[src/sv/scvgm_pkg.sv]
// Shared types and constants of the VGM command stream encoder.
// Holds the command descriptor passed from the front end to the back end.
package scvgm_pkg;

    // Kinds of bus events
    typedef enum logic [1:0] {
        KIND_IO   = 2'd0,
        KIND_MEM  = 2'd1,
        KIND_TICK = 2'd2,
        KIND_END  = 2'd3
    } t_kind;

    // Wait flush threshold in samples
    localparam logic [15:0] WAIT_LIMIT = 16'd65535;

    // Depth of the descriptor queue between front and back
    localparam int QUEUE_DEPTH = 2;

    // Maximum number of body bytes of one command
    localparam int BODY_BYTES = 4;

    // VGM command codes
    localparam logic [7:0] CMD_WAIT   = 8'h61;
    localparam logic [7:0] CMD_FM     = 8'h51;
    localparam logic [7:0] CMD_OPL    = 8'h5C;
    localparam logic [7:0] CMD_PSG    = 8'hA0;
    localparam logic [7:0] CMD_DAC    = 8'h50;
    localparam logic [7:0] CMD_STEREO = 8'h4F;
    localparam logic [7:0] CMD_WAVE   = 8'hD2;
    localparam logic [7:0] CMD_END    = 8'h66;

    // Wavetable init command payload
    localparam logic [7:0] WAVE_INIT_PORT = 8'h03;
    localparam logic [7:0] WAVE_INIT_OFS  = 8'h00;
    localparam logic [7:0] WAVE_INIT_DATA = 8'h1F;

    // One queued command: optional wait, optional wave init, then the body
    typedef struct packed {
        logic                       has_wait;
        logic [15:0]                wait_cnt;
        logic                       has_init;
        logic [2:0]                 body_len;
        logic [BODY_BYTES-1:0][7:0] body;
    } t_cmd;

endpackage

[src/sv/sound_chip_write_to_vgm_encoder_top.sv]
// Bus event to VGM command stream encoder, top level.
// The first byte of an item passes the queue, the sequencer and the output register.
// Bytes stream at one per cycle while the receiver is ready; an item causes 1 to 11
// bytes or none, and items that cause no byte never queue.
// Items are taken while the two-entry descriptor queue has room.
// Synchronous reset clears latched addresses, wait count, init flag, queue and output.
module sound_chip_write_to_vgm_encoder_top (
    input  logic        i_clk,
    input  logic        i_rst_n,
    input  logic        i_valid,
    output logic        o_ready,
    input  logic [1:0]  i_kind,
    input  logic [15:0] i_address,
    input  logic [7:0]  i_data,
    output logic        o_valid,
    input  logic        i_ready,
    output logic [7:0]  o_out_byte,
    output logic        o_last
);
    import scvgm_pkg::*;

    logic push, full, pop, empty;
    t_cmd push_cmd, pop_cmd;

    // Classify incoming items
    scvgm_front u_front (
        .i_clk     (i_clk),
        .i_rst_n   (i_rst_n),
        .i_valid   (i_valid),
        .o_ready   (o_ready),
        .i_kind    (i_kind),
        .i_address (i_address),
        .i_data    (i_data),
        .i_full    (full),
        .o_push    (push),
        .o_cmd     (push_cmd)
    );

    // Buffer descriptors between the two halves
    scvgm_queue u_queue (
        .i_clk   (i_clk),
        .i_rst_n (i_rst_n),
        .i_push  (push),
        .i_cmd   (push_cmd),
        .o_full  (full),
        .i_pop   (pop),
        .o_cmd   (pop_cmd),
        .o_empty (empty)
    );

    // Serialize commands into bytes
    scvgm_back u_back (
        .i_clk      (i_clk),
        .i_rst_n    (i_rst_n),
        .i_empty    (empty),
        .i_cmd      (pop_cmd),
        .o_pop      (pop),
        .o_valid    (o_valid),
        .i_ready    (i_ready),
        .o_out_byte (o_out_byte),
        .o_last     (o_last)
    );

endmodule

[src/sv/scvgm_front.sv]
// Front end: accepts bus events, tracks latched addresses and the sample count,
// and turns each event into a command descriptor. Depends on scvgm_pkg.
module scvgm_front (
    input  logic             i_clk,
    input  logic             i_rst_n,
    input  logic             i_valid,
    output logic             o_ready,
    input  logic [1:0]       i_kind,
    input  logic [15:0]      i_address,
    input  logic [7:0]       i_data,
    input  logic             i_full,
    output logic             o_push,
    output scvgm_pkg::t_cmd  o_cmd
);
    import scvgm_pkg::*;

    // I/O port numbers
    localparam logic [7:0] PORT_FM_ADR0  = 8'h7C;
    localparam logic [7:0] PORT_FM_ADR1  = 8'hF0;
    localparam logic [7:0] PORT_FM_DAT0  = 8'h7D;
    localparam logic [7:0] PORT_FM_DAT1  = 8'hF1;
    localparam logic [7:0] PORT_OPL_ADR  = 8'hC0;
    localparam logic [7:0] PORT_OPL_DAT  = 8'hC1;
    localparam logic [7:0] PORT_PSG_ADR  = 8'hA0;
    localparam logic [7:0] PORT_PSG_DAT  = 8'hA1;
    localparam logic [7:0] PORT_DAC0     = 8'h7E;
    localparam logic [7:0] PORT_DAC1     = 8'h7F;
    localparam logic [7:0] PORT_STEREO   = 8'h06;

    // Memory window pages
    localparam logic [7:0] PLAIN_PAGE = 8'h98;
    localparam logic [7:0] PLUS_PAGE  = 8'hB8;

    typedef struct packed {
        logic       hit;
        logic [2:0] port;
        logic [7:0] ofs;
    } t_wave;

    // Decode an offset of the plain wavetable window
    function automatic t_wave plain_decode(input logic [7:0] a);
        t_wave w;
        w = '0;
        w.hit = 1'b1;
        if (a <= 8'h7F) begin
            w.port = 3'd0; w.ofs = a;
        end else if (a <= 8'h89) begin
            w.port = 3'd1; w.ofs = a - 8'h80;
        end else if (a <= 8'h8E) begin
            w.port = 3'd2; w.ofs = a - 8'h8A;
        end else if (a == 8'h8F) begin
            w.port = 3'd3;
        end else if (a <= 8'h99) begin
            w.port = 3'd1; w.ofs = a - 8'h90;
        end else if (a <= 8'h9E) begin
            w.port = 3'd2; w.ofs = a - 8'h9A;
        end else if (a == 8'h9F) begin
            w.port = 3'd3;
        end else if (a >= 8'hE0) begin
            w.port = 3'd5; w.ofs = a - 8'hE0;
        end else begin
            w.hit = 1'b0;
        end
        return w;
    endfunction

    // Decode an offset of the extended wavetable window
    function automatic t_wave plus_decode(input logic [7:0] a);
        t_wave w;
        w = '0;
        w.hit = 1'b1;
        if (a <= 8'h7F) begin
            w.port = 3'd0; w.ofs = a;
        end else if (a <= 8'h9F) begin
            w.port = 3'd4; w.ofs = a;
        end else if (a <= 8'hA9) begin
            w.port = 3'd1; w.ofs = a - 8'hA0;
        end else if (a <= 8'hAE) begin
            w.port = 3'd2; w.ofs = a - 8'hAA;
        end else if (a == 8'hAF) begin
            w.port = 3'd3;
        end else if (a <= 8'hB9) begin
            w.port = 3'd1; w.ofs = a - 8'hB0;
        end else if (a <= 8'hBE) begin
            w.port = 3'd2; w.ofs = a - 8'hBA;
        end else if (a == 8'hBF) begin
            w.port = 3'd3;
        end else if (a <= 8'hDF) begin
            w.port = 3'd5; w.ofs = a - 8'hC0;
        end else begin
            w.hit = 1'b0;
        end
        return w;
    endfunction

    logic [7:0]  r_fm_adr, n_fm_adr;
    logic [7:0]  r_opl_adr, n_opl_adr;
    logic [7:0]  r_psg_adr, n_psg_adr;
    logic        r_started, n_started;
    logic [15:0] r_pend, n_pend;

    logic        accept;
    logic        push;
    t_cmd        cmd;
    t_wave       wave;
    logic [7:0]  port_lo;
    logic [15:0] pend_inc;

    assign o_ready = !i_full;
    assign accept  = i_valid && !i_full;
    assign port_lo = i_address[7:0];
    assign pend_inc = r_pend + 16'd1;

    // Classify the item and build its descriptor
    always_comb begin
        n_fm_adr  = r_fm_adr;
        n_opl_adr = r_opl_adr;
        n_psg_adr = r_psg_adr;
        n_started = r_started;
        n_pend    = r_pend;
        push      = 1'b0;
        cmd       = '0;
        cmd.has_wait = (r_pend != 16'd0);
        cmd.wait_cnt = r_pend;
        wave      = '0;

        case (i_kind)
            KIND_IO: begin
                case (port_lo)
                    PORT_FM_ADR0, PORT_FM_ADR1: n_fm_adr = i_data;
                    PORT_OPL_ADR: n_opl_adr = i_data;
                    PORT_PSG_ADR: n_psg_adr = i_data;
                    PORT_FM_DAT0, PORT_FM_DAT1: begin
                        push = 1'b1;
                        cmd.body_len = 3'd3;
                        cmd.body[0] = CMD_FM;
                        cmd.body[1] = r_fm_adr;
                        cmd.body[2] = i_data;
                        n_pend = '0;
                    end
                    PORT_OPL_DAT: begin
                        push = 1'b1;
                        cmd.body_len = 3'd3;
                        cmd.body[0] = CMD_OPL;
                        cmd.body[1] = r_opl_adr;
                        cmd.body[2] = i_data;
                        n_pend = '0;
                    end
                    PORT_PSG_DAT: begin
                        push = 1'b1;
                        cmd.body_len = 3'd3;
                        cmd.body[0] = CMD_PSG;
                        cmd.body[1] = r_psg_adr;
                        cmd.body[2] = i_data;
                        n_pend = '0;
                    end
                    PORT_DAC0, PORT_DAC1: begin
                        push = 1'b1;
                        cmd.body_len = 3'd2;
                        cmd.body[0] = CMD_DAC;
                        cmd.body[1] = i_data;
                        n_pend = '0;
                    end
                    PORT_STEREO: begin
                        push = 1'b1;
                        cmd.body_len = 3'd2;
                        cmd.body[0] = CMD_STEREO;
                        cmd.body[1] = i_data;
                        n_pend = '0;
                    end
                    default: ;
                endcase
            end
            KIND_MEM: begin
                if (i_address[15:8] == PLAIN_PAGE) begin
                    wave = plain_decode(port_lo);
                end else if (i_address[15:8] == PLUS_PAGE) begin
                    wave = plus_decode(port_lo);
                end
                if (wave.hit) begin
                    push = 1'b1;
                    cmd.has_init = !r_started;
                    cmd.body_len = 3'd4;
                    cmd.body[0] = CMD_WAVE;
                    cmd.body[1] = {5'd0, wave.port};
                    cmd.body[2] = wave.ofs;
                    cmd.body[3] = i_data;
                    n_started = 1'b1;
                    n_pend = '0;
                end
            end
            KIND_TICK: begin
                // Flush a full wait as soon as the count reaches the limit
                if (pend_inc >= WAIT_LIMIT) begin
                    push = 1'b1;
                    cmd.has_wait = 1'b1;
                    cmd.wait_cnt = WAIT_LIMIT;
                    n_pend = '0;
                end else begin
                    n_pend = pend_inc;
                end
            end
            KIND_END: begin
                push = 1'b1;
                cmd.body_len = 3'd1;
                cmd.body[0] = CMD_END;
                n_pend = '0;
            end
            default: ;
        endcase
    end

    assign o_push = push && accept;
    assign o_cmd  = cmd;

    // Update tracked state on each accepted item
    always_ff @(posedge i_clk) begin
        if (!i_rst_n) begin
            r_fm_adr  <= '0;
            r_opl_adr <= '0;
            r_psg_adr <= '0;
            r_started <= 1'b0;
            r_pend    <= '0;
        end else if (accept) begin
            r_fm_adr  <= n_fm_adr;
            r_opl_adr <= n_opl_adr;
            r_psg_adr <= n_psg_adr;
            r_started <= n_started;
            r_pend    <= n_pend;
        end
    end

endmodule

[src/sv/scvgm_queue.sv]
// Short descriptor queue between front and back end.
// Depends on scvgm_pkg for the descriptor type and depth.
module scvgm_queue (
    input  logic             i_clk,
    input  logic             i_rst_n,
    input  logic             i_push,
    input  scvgm_pkg::t_cmd  i_cmd,
    output logic             o_full,
    input  logic             i_pop,
    output scvgm_pkg::t_cmd  o_cmd,
    output logic             o_empty
);
    import scvgm_pkg::*;

    localparam int PTR_W = $clog2(QUEUE_DEPTH);
    localparam int CNT_W = $clog2(QUEUE_DEPTH + 1);

    t_cmd             r_mem [QUEUE_DEPTH];
    logic [PTR_W-1:0] r_wr, r_rd;
    logic [CNT_W-1:0] r_cnt;
    logic             do_push, do_pop;

    assign o_full  = (r_cnt == CNT_W'(QUEUE_DEPTH));
    assign o_empty = (r_cnt == '0);
    assign do_push = i_push && !o_full;
    assign do_pop  = i_pop && !o_empty;
    assign o_cmd   = r_mem[r_rd];

    // Store pushed descriptors
    always_ff @(posedge i_clk) begin
        if (do_push) begin
            r_mem[r_wr] <= i_cmd;
        end
    end

    // Advance pointers and occupancy
    always_ff @(posedge i_clk) begin
        if (!i_rst_n) begin
            r_wr  <= '0;
            r_rd  <= '0;
            r_cnt <= '0;
        end else begin
            if (do_push) begin
                r_wr <= (r_wr == PTR_W'(QUEUE_DEPTH - 1)) ? '0 : r_wr + PTR_W'(1);
            end
            if (do_pop) begin
                r_rd <= (r_rd == PTR_W'(QUEUE_DEPTH - 1)) ? '0 : r_rd + PTR_W'(1);
            end
            if (do_push && !do_pop) begin
                r_cnt <= r_cnt + CNT_W'(1);
            end else if (do_pop && !do_push) begin
                r_cnt <= r_cnt - CNT_W'(1);
            end
        end
    end

endmodule

[src/sv/scvgm_back.sv]
// Back end: serializes queued descriptors into VGM bytes, one per cycle while the
// receiver is ready, through a registered output stage. Depends on scvgm_pkg.
module scvgm_back (
    input  logic             i_clk,
    input  logic             i_rst_n,
    input  logic             i_empty,
    input  scvgm_pkg::t_cmd  i_cmd,
    output logic             o_pop,
    output logic             o_valid,
    input  logic             i_ready,
    output logic [7:0]       o_out_byte,
    output logic             o_last
);
    import scvgm_pkg::*;

    typedef enum logic [1:0] {
        P_IDLE,
        P_WAIT,
        P_INIT,
        P_BODY
    } t_phase;

    t_phase     r_phase, n_phase;
    logic [1:0] r_idx, n_idx;
    t_cmd       r_cur, n_cur;
    logic       r_out_valid, n_out_valid;
    logic [7:0] r_out_byte, n_out_byte;
    logic       r_out_last, n_out_last;

    logic       slot_free;
    logic       busy;
    logic [7:0] cur_byte;
    logic       cur_last;
    logic       pop;

    // Pick the opening phase of a descriptor
    function automatic t_phase first_phase(input t_cmd c);
        t_phase p;
        if (c.has_wait) begin
            p = P_WAIT;
        end else if (c.has_init) begin
            p = P_INIT;
        end else begin
            p = P_BODY;
        end
        return p;
    endfunction

    assign slot_free = !r_out_valid || i_ready;
    assign busy      = (r_phase != P_IDLE);

    // Select the byte at the current position and flag the final one
    always_comb begin
        cur_byte = '0;
        cur_last = 1'b0;
        case (r_phase)
            P_WAIT: begin
                case (r_idx)
                    2'd0: cur_byte = CMD_WAIT;
                    2'd1: cur_byte = r_cur.wait_cnt[7:0];
                    default: cur_byte = r_cur.wait_cnt[15:8];
                endcase
                cur_last = (r_idx == 2'd2) && !r_cur.has_init && (r_cur.body_len == 3'd0);
            end
            P_INIT: begin
                case (r_idx)
                    2'd0: cur_byte = CMD_WAVE;
                    2'd1: cur_byte = WAVE_INIT_PORT;
                    2'd2: cur_byte = WAVE_INIT_OFS;
                    default: cur_byte = WAVE_INIT_DATA;
                endcase
                cur_last = (r_idx == 2'd3) && (r_cur.body_len == 3'd0);
            end
            P_BODY: begin
                cur_byte = r_cur.body[r_idx];
                cur_last = ({1'b0, r_idx} == (r_cur.body_len - 3'd1));
            end
            default: ;
        endcase
    end

    // Sequence through wait, init and body bytes; fetch the next descriptor
    always_comb begin
        n_phase     = r_phase;
        n_idx       = r_idx;
        n_cur       = r_cur;
        n_out_valid = r_out_valid;
        n_out_byte  = r_out_byte;
        n_out_last  = r_out_last;
        pop         = 1'b0;

        if (slot_free) begin
            n_out_valid = busy;
            n_out_byte  = cur_byte;
            n_out_last  = cur_last;
        end

        if (busy && slot_free) begin
            if (cur_last) begin
                if (!i_empty) begin
                    pop     = 1'b1;
                    n_cur   = i_cmd;
                    n_phase = first_phase(i_cmd);
                    n_idx   = '0;
                end else begin
                    n_phase = P_IDLE;
                    n_idx   = '0;
                end
            end else if (r_phase == P_WAIT && r_idx == 2'd2) begin
                n_phase = r_cur.has_init ? P_INIT : P_BODY;
                n_idx   = '0;
            end else if (r_phase == P_INIT && r_idx == 2'd3) begin
                n_phase = P_BODY;
                n_idx   = '0;
            end else begin
                n_idx = r_idx + 2'd1;
            end
        end else if (!busy && !i_empty) begin
            pop     = 1'b1;
            n_cur   = i_cmd;
            n_phase = first_phase(i_cmd);
            n_idx   = '0;
        end
    end

    assign o_pop      = pop;
    assign o_valid    = r_out_valid;
    assign o_out_byte = r_out_byte;
    assign o_last     = r_out_last;

    // Hold sequencer state and the output register
    always_ff @(posedge i_clk) begin
        if (!i_rst_n) begin
            r_phase     <= P_IDLE;
            r_idx       <= '0;
            r_out_valid <= 1'b0;
        end else begin
            r_phase     <= n_phase;
            r_idx       <= n_idx;
            r_out_valid <= n_out_valid;
        end
        r_cur      <= n_cur;
        r_out_byte <= n_out_byte;
        r_out_last <= n_out_last;
    end

endmodule

[config.mk]
export PLATFORM = sky130hd
export DESIGN_NAME = sound_chip_write_to_vgm_encoder_top
export DESIGN_NICKNAME = d
export VERILOG_FILES = /design/src/sv/scvgm_pkg.sv /design/src/sv/sound_chip_write_to_vgm_encoder_top.sv /design/src/sv/scvgm_front.sv /design/src/sv/scvgm_queue.sv /design/src/sv/scvgm_back.sv
export SDC_FILE = /design/constraint.sdc
export NUM_CORES = 1
export LEC_CHECK = 0
export BUFFER_PORTS_ARGS = -buffer_cell sky130_fd_sc_hd__buf_2
export CAP_MARGIN = 5
export CORE_ASPECT_RATIO = 1.5
export CORE_MARGIN = 8
export CORE_UTILIZATION = 50
export CTS_BUF_LIST = sky130_fd_sc_hd__clkbuf_8
export CTS_CLUSTER_SIZE = 25
export DETAILED_ROUTE_END_ITERATION = 7
export GPL_ROUTABILITY_DRIVEN = 1
export GPL_TIMING_DRIVEN = 1
export HOLD_SLACK_MARGIN = 0.08
export PLACE_DENSITY = 0.7
export REMOVE_ABC_BUFFERS = 1
export SYNTH_ARGS = -nofsm -noshare
export SYNTH_HDL_FRONTEND = slang
export SYNTH_SLANG_ARGS = --single-unit
[constraint.sdc]
create_clock -name i_clk -period 9.5 [get_ports i_clk]
set_input_delay 1.9 -clock i_clk [delete_from_list [all_inputs] [get_ports i_clk]]
set_output_delay 1.9 -clock i_clk [all_outputs]
set_load 0.02 [all_outputs]
* After elaboration in Yosys (flattened, before gate mapping)
Memory sizes are Yosys's and may differ from the RTL's. A register that Yosys moved wholly into a read port is not among the register bits.
Cells that the tools add are included.
** Storage, ports and cells
- Register bits :: 111
- RAM bits :: 106
- Output and inout port bits :: 11
- Word-level logic and storage cells :: 224
- Memories :: 1
** Operators by class
- $add $sub $neg :: 17
- Order comparisons :: 14
- Eq/ne operators :: 33
- Muxes and demuxes :: 96
- Reduce and logical (&&, ||, !) cells :: 43
** Memories
- u_queue.r_mem :: words 2, width 53, read ports 1, clocked after Yosys merged registers in 1, write ports 1, RTL line scvgm_queue.sv:18 : t_cmd r_mem [QUEUE_DEPTH];
** Operators with widths (number)
- 52-bit two-way mux :: 4
- 11-bit two-way mux :: 13
- 8-bit == test, second input constant :: 12
- 8-bit less-or-equal comparator, second input constant :: 10
- 16-bit one-hot mux with 5 select lines :: 1
- 8-bit subtractor, second input constant :: 10
- 8-bit one-hot mux with 3 select lines :: 3
- 16-bit one-hot mux with 4 select lines :: 1
- 8-bit two-way mux :: 7
- 16-bit two-way mux :: 3
- 12-bit two-way mux :: 3
- 36-bit two-way mux :: 1
- 17-bit two-way mux :: 2
- 1-bit two-way mux :: 33
- 8-bit by 7-bit == test with 1-bit output, second input constant :: 4
- 16-bit one-hot mux with 2 select lines :: 1
- 2-bit two-way mux :: 14
- 3-bit AND reduction :: 6
- 16-bit by 1-bit adder with 16-bit output, second input constant :: 1
- 8-bit binary-select mux with 2-bit select :: 1
- 16-bit greater-or-equal comparator, second input constant :: 1
- 8-bit one-hot mux with 2 select lines :: 1
- 16-bit nonzero test :: 1
- 2-bit == test, second input constant :: 7
- other kinds (29) :: 63

* Depth between registers and ports, before layout
- Depth after elaboration :: 21
- Gate-level depth with buffers :: 15
- Mapped depth without buffers :: 12

* Hierarchy
Synthesis repeated with hierarchy kept, for this count alone.
** Second synthesis, totals
- Cell total of the unflattened synthesis :: 946
- Area total of the unflattened synthesis :: 11140.7 um2
** By module, submodules not included
- scvgm_front :: times used 1, cells an instance 578, area an instance 4247.8 um2
- scvgm_queue :: times used 1, cells an instance 190, area an instance 4056.4 um2
- scvgm_back :: times used 1, cells an instance 178, area an instance 2836.5 um2

* Worst setup path after synthesis
No wires, ideal clock.
- Path kind :: input to register
- Start :: input port i_address[6]
- End :: memory u_queue.r_mem[0][0] (netlist bit) (enable)
- Setup time :: 0.529 ns
- Arrival time :: 7.544 ns
- Required time :: 8.971 ns
- Setup slack :: 1.427 ns
- Cell stages on the path :: 12
- Cell sequence :: clkbuf_1 > inv_1 > ha_1 > buf_4 > and4_4 > a21oi_2 > nor3_1 > nor4bb_4 > a21o_4 > buf_6 > buf_6 > nor3_1
** Between the ends
- Word-level cells in the longest chain between the ends :: 19
** RTL lines
- start: declaration :: RTL line sound_chip_write_to_vgm_encoder_top.sv:13 : input logic [15:0] i_address,
- 8-bit less-or-equal comparator :: RTL line scvgm_front.sv:88 : end else if (a <= 8'hDF) begin
- 1-bit two-way mux :: RTL line scvgm_front.sv:88
- 1-bit two-way mux :: RTL line scvgm_front.sv:86 : end else if (a == 8'hBF) begin
- 1-bit two-way mux :: RTL line scvgm_front.sv:84 : end else if (a <= 8'hBE) begin
- 1-bit two-way mux :: RTL line scvgm_front.sv:82 : end else if (a <= 8'hB9) begin
- 1-bit two-way mux :: RTL line scvgm_front.sv:80 : end else if (a == 8'hAF) begin
- 1-bit two-way mux :: RTL line scvgm_front.sv:78 : end else if (a <= 8'hAE) begin
- 1-bit two-way mux :: RTL line scvgm_front.sv:76 : end else if (a <= 8'hA9) begin
- (+3 left out)
- 12-bit two-way mux :: RTL line scvgm_front.sv:175 : if (i_address[15:8] == PLAIN_PAGE) begin
- 12-bit two-way mux :: RTL line scvgm_front.sv:127 : case (i_kind)
- 1-bit two-way mux :: RTL line scvgm_front.sv:180 : if (wave.hit) begin
- 1-bit one-hot mux with 4 select lines * :: RTL line scvgm_front.sv:127
- 1-bit logical AND * :: RTL line scvgm_front.sv:213 : assign o_push = push && accept;
- 1-bit logical AND * :: RTL line scvgm_queue.sv:25 : assign do_push = i_push && !o_full;
- 1-bit two-way mux * :: RTL line scvgm_queue.sv:31 : if (do_push) begin
- 1-bit two-way mux (implied by the code) * :: RTL line scvgm_queue.sv:32 : r_mem[r_wr] <= i_cmd;
- end: declaration :: RTL line scvgm_queue.sv:18
Every way passes the cells marked *; elsewhere a longest branch is shown, timed or not. The select of a mux whose other input is x is not followed.

* Final worst setup path
- Start :: input port i_address[6]
- End :: memory u_queue.r_mem[1][11] (netlist bit) (enable)
** Between the ends
- Word-level cells in the longest chain between the ends :: 19
** RTL lines
- 8-bit less-or-equal comparator :: RTL line scvgm_front.sv:88
- 1-bit two-way mux :: RTL line scvgm_front.sv:88
- 1-bit two-way mux :: RTL line scvgm_front.sv:86
- 1-bit two-way mux :: RTL line scvgm_front.sv:84
- 1-bit two-way mux :: RTL line scvgm_front.sv:82
- 1-bit two-way mux :: RTL line scvgm_front.sv:80
- 1-bit two-way mux :: RTL line scvgm_front.sv:78
- 1-bit two-way mux :: RTL line scvgm_front.sv:76
- (+4 left out)
- 12-bit two-way mux :: RTL line scvgm_front.sv:127
- 1-bit two-way mux :: RTL line scvgm_front.sv:180
- 1-bit one-hot mux with 4 select lines * :: RTL line scvgm_front.sv:127
- 1-bit logical AND * :: RTL line scvgm_front.sv:213
- 1-bit logical AND * :: RTL line scvgm_queue.sv:25
- via u_queue.do_push :: RTL line scvgm_queue.sv:21 : logic do_push, do_pop;
- 1-bit two-way mux * :: RTL line scvgm_queue.sv:31
- 1-bit two-way mux (implied by the code) * :: RTL line scvgm_queue.sv:32
The timed path passes the listed nets; every way through them passes the cells marked *. The select of a mux whose other input is x is not followed.

==> run metrics <==
run status finished clean; Resized cells post-CTS 0; total I/O pin count 41; DRC 0; DR WL/cell 22.8 um; power consumption 2.60 mW; final worst path period need 5700 ps; count of endpoints failing setup in the final report 0; Critical Path AT slightly below 6000 ps; FILL cells around 1,900; number of antenna violations at the first check in global routing 1; setup slack after layout between 3000 and 4000 ps; series of cell instances along the critical path buf_2 -> ha_1 -> or3b_4 -> nor4_2 -> or3_4 -> o311ai_2 -> buf_4 -> a31o_2 -> nor2_1 -> and2_2 -> buf_4; register bit count reported by yosys around 220; worst-path maximum fanout 53; count of cell types in the netlist 85; number of cells on the worst reg-to-reg path 7; worst reg2reg path endpoint u_back.r_cur[27]; simple-gate portion of the synthesized area around 14%; multiplexer share of the synthesized area 9.54%; ratio of total power to cell area roughly 220 nW/um2; count of inserted antenna diode cells 0; Tightest Hold Check Type reg -> reg; Lkg Pwr ~4.2 nW; largest family of logic cells by synthesized area simple AND/OR/NAND/NOR gates; family with the most delay on the worst path simple AND/OR/NAND/NOR gates; total number of placement rows 67; total via count in the routed design around 8,000; most area-consuming cells after synthesis sky130_fd_sc_hd__edfxtp_1 45%, sky130_fd_sc_hd__dfxtp_1 9.2%, sky130_fd_sc_hd__mux2_2 5.6%, sky130_fd_sc_hd__ha_1 3.5%, sky130_fd_sc_hd__a21oi_1 2.6%; TritonCTS clock tree done; number of failing hold endpoints at the final stage 0; Post-CTS Setup Inserts 0; part of the Yosys area used for sequential elements 54.3%; buffer cell driving the clock tree root sky130_fd_sc_hd__clkbuf_8; cell taking the most area after synthesis sky130_fd_sc_hd__edfxtp_1; path length in cells of the critical path 11; startpoint of the worst register-to-register path u_back.r_idx[1]; Clk pin slew, worst setup/hold paths ~70 ps; first-pass GRT wire length roughly 44,000 um; most prevalent standard cell on the critical path sky130_fd_sc_hd__buf_4; required arrival time at the worst endpoint around 9700 ps; Synth Flop Type sky130_fd_sc_hd__edfxtp_1; Max Fclk 175 MHz; number of nets still failing antenna checks after routing 0; First DRT Iteration DRCs approximately 480; Critical Path Max Stage Delay around 800 ps; router iterations before antenna repair 5; gate count after technology mapping approximately 950; setup repair after global routing missed its margin no; maximum level of the CTS H-tree 1; start point of the critical path i_address[6]; clock latency at the later pin of the worst-skew pair approximately 570 ps; dominant cell by count in the synthesized netlist sky130_fd_sc_hd__edfxtp_1; category of the critical setup timing path in -> reg; worst setup slack for register-to-register paths approximately 5700 ps; vias per std cell 6.22; final-report max-slew violation count 0; worst clock skew on the final layout between 40 and 50 ps; critical path buffer and inverter count 3; placeable core region ~22,000 um2; share of final-layout standard cells stronger than drive strength 1 approximately a fifth; multi-input gate area in the final layout between 4000 and 5000 um2; Setup WS pre-CTS between 3000 and 4000 ps; max cap viols 0; synthesized area per cell about 12 um2; transition time of the tightest slew-check pin 1140 ps; starting utilization of the core area around half; Post-synth ARST share 0%; total number of yosys warnings 0; final weighted congestion of routability-driven global placement 1.01; number of sinks handled by clock tree synthesis 218; final design utilization approximately 55%; number of global-route vias before repair 7,852; die span in y approximately 200 um; Die X-Extent roughly 140 um; leading post-synthesis cells by instance count 167 x sky130_fd_sc_hd__edfxtp_1, 73 x sky130_fd_sc_hd__nor2_1, 64 x sky130_fd_sc_hd__nand2_1; final worst-path cycle share between 60 and 70%; number of nets in the final layout 1,027; overall track demand over capacity in global routing about a fifth; Detail Placement HPWL around 21,000 um; crit path capture type register; netlist area before placement between 10,000 and 15,000 um2; xor and xnor fraction of the mapped netlist area 0.946%; area used by sequential logic in the layout 6040 um2; Hold Buf Count CTS 0; count of port buffers added during placement 40; startpoint type of the worst setup path input port; pin count of the biggest net entering global routing 54; Max IR drop VDD 0.144 mV; post-detailed-routing wire length approximately 29,000 um; share of synthesized cell area in full adder, half adder and majority cells 3.49%; Post-synth EDFFs 167; area share of the largest cell type after synthesis 45.1%; final worst hold slack 484 ps; Layout area overhead 8.58%; deepest clock path buffer count 3; Critical path destination u_queue.r_mem[1][11]; worst-case headroom to the max-slew limit 23.3%; Setup TNS 0 ps; complex-gate fraction of the synthesized area between 10 and 15%; crit path max-delay cell type sky130_fd_sc_hd__nor4_2; die outline area 27,400 um2; total CTS buffers 30; total overflow reported by the global router 0
-- logic make-up (layout without fill, tap and decap cells) --
kind of cell    Yosys count  in the layout
xor+xnor                 12             12
buf+inv                  93            132
simple gates            292            292
mux                      89             89
compound gates          216            216
flops                   218            218
fa+ha+maj                31             31
-- sequential cells by signal, indices dropped and copies added (netlist names), named ones only --
signal             count
u_front.r_fm_adr       8
u_back.r_phase         2
u_front.r_psg_adr      8
u_queue.r_wr           1
u_back.r_idx           2
u_queue.r_mem        106
u_back.o_valid         1
u_back.o_last          1
u_front.r_started      1
u_front.r_opl_adr      8
u_queue.r_rd           1
u_back.r_cur          52
u_back.o_out_byte      8
u_front.r_pend        16
u_queue.r_cnt          2
-- how the worst min path moves through the flow --
stage,depth (start not counted),slack [ps],end,startpoint
after detailed placement,2,460,u_front.r_started,u_front.r_started
after global placement,2,450,u_front.r_started,u_front.r_started
final,2,480,u_front.r_started,u_front.r_started
after global routing,2,500,u_front.r_started,u_front.r_started
after CTS,2,480,u_front.r_started,u_front.r_started
after floorplan,2,440,u_front.r_started,u_front.r_started
-- worst register-to-register path, delay by kind of cell, from the launching register on --
kind	cells	cell delay, ps
adders and majority gates	1	350
buffers and inverters	1	800
AOI/OAI and AO/OA	3	640
DFF	1	730
and+or+nand+nor	2	800
-- placed cells by master (no fill, tap or decap), types with 7 or more instances in the layout --
cell type	n
sky130_fd_sc_hd__edfxtp_1	167
sky130_fd_sc_hd__nor2_1	73
sky130_fd_sc_hd__nand2_1	64
sky130_fd_sc_hd__a21oi_1	58
sky130_fd_sc_hd__mux2_2	55
sky130_fd_sc_hd__dfxtp_1	50
sky130_fd_sc_hd__buf_2	40
sky130_fd_sc_hd__o21ai_0	36
sky130_fd_sc_hd__clkbuf_8	35
sky130_fd_sc_hd__ha_1	31
sky130_fd_sc_hd__inv_1	30
sky130_fd_sc_hd__mux2i_1	26
sky130_fd_sc_hd__nand3_1	21
sky130_fd_sc_hd__nor3_1	17
sky130_fd_sc_hd__and2_1	15
sky130_fd_sc_hd__o31ai_1	14
sky130_fd_sc_hd__nand4_1	13
sky130_fd_sc_hd__or4_1	13
sky130_fd_sc_hd__nand2b_1	12
sky130_fd_sc_hd__a222oi_1	11
sky130_fd_sc_hd__or3_1	9
sky130_fd_sc_hd__a31oi_1	9
sky130_fd_sc_hd__or2_2	9
sky130_fd_sc_hd__o22ai_1	8
sky130_fd_sc_hd__mux4_2	8
sky130_fd_sc_hd__buf_4	8
sky130_fd_sc_hd__a22o_1	7
-- power breakdown --
part / leakage [nW] / total, mW / switching (mW) / internal, mW
clock: 0.362 / 0.767 / 0.345 / 0.422
sequential: 1.99 / 1.28 / 0.0702 / 1.21
combinational: 1.89 / 0.544 / 0.336 / 0.208
total: 4.24 / 2.60 / 0.751 / 1.84
-- routing by layer --
layer | track usage, % | wire, um
met5 | 0 | 0
met2 | 37.7 | 14900
met3 | 2.81 | 1560
met1 | 22.8 | 10600
met4 | 13.0 | 1720
-- stage by stage --
stage          std cells  cell area [um2]
2_1_floorplan        886            10800
3_3_place_gp        1210            11400
3_5_place_dp        1210            11400
4_1_cts             1266            12100
5_1_grt             1266            12100
6_report            1266            12100
-- layout make-up --
cell class	instances	share of cell area, %
Inverter	28	0.871
Sequential cell	218	50.0
Clock inverter	21	1.51
Tap cell	276	2.86
Timing Repair Buffer	48	2.16
Multi-Input combinational cell	640	38.6
Clock buffer	35	3.99
Power figures use the tool's default switching activity.
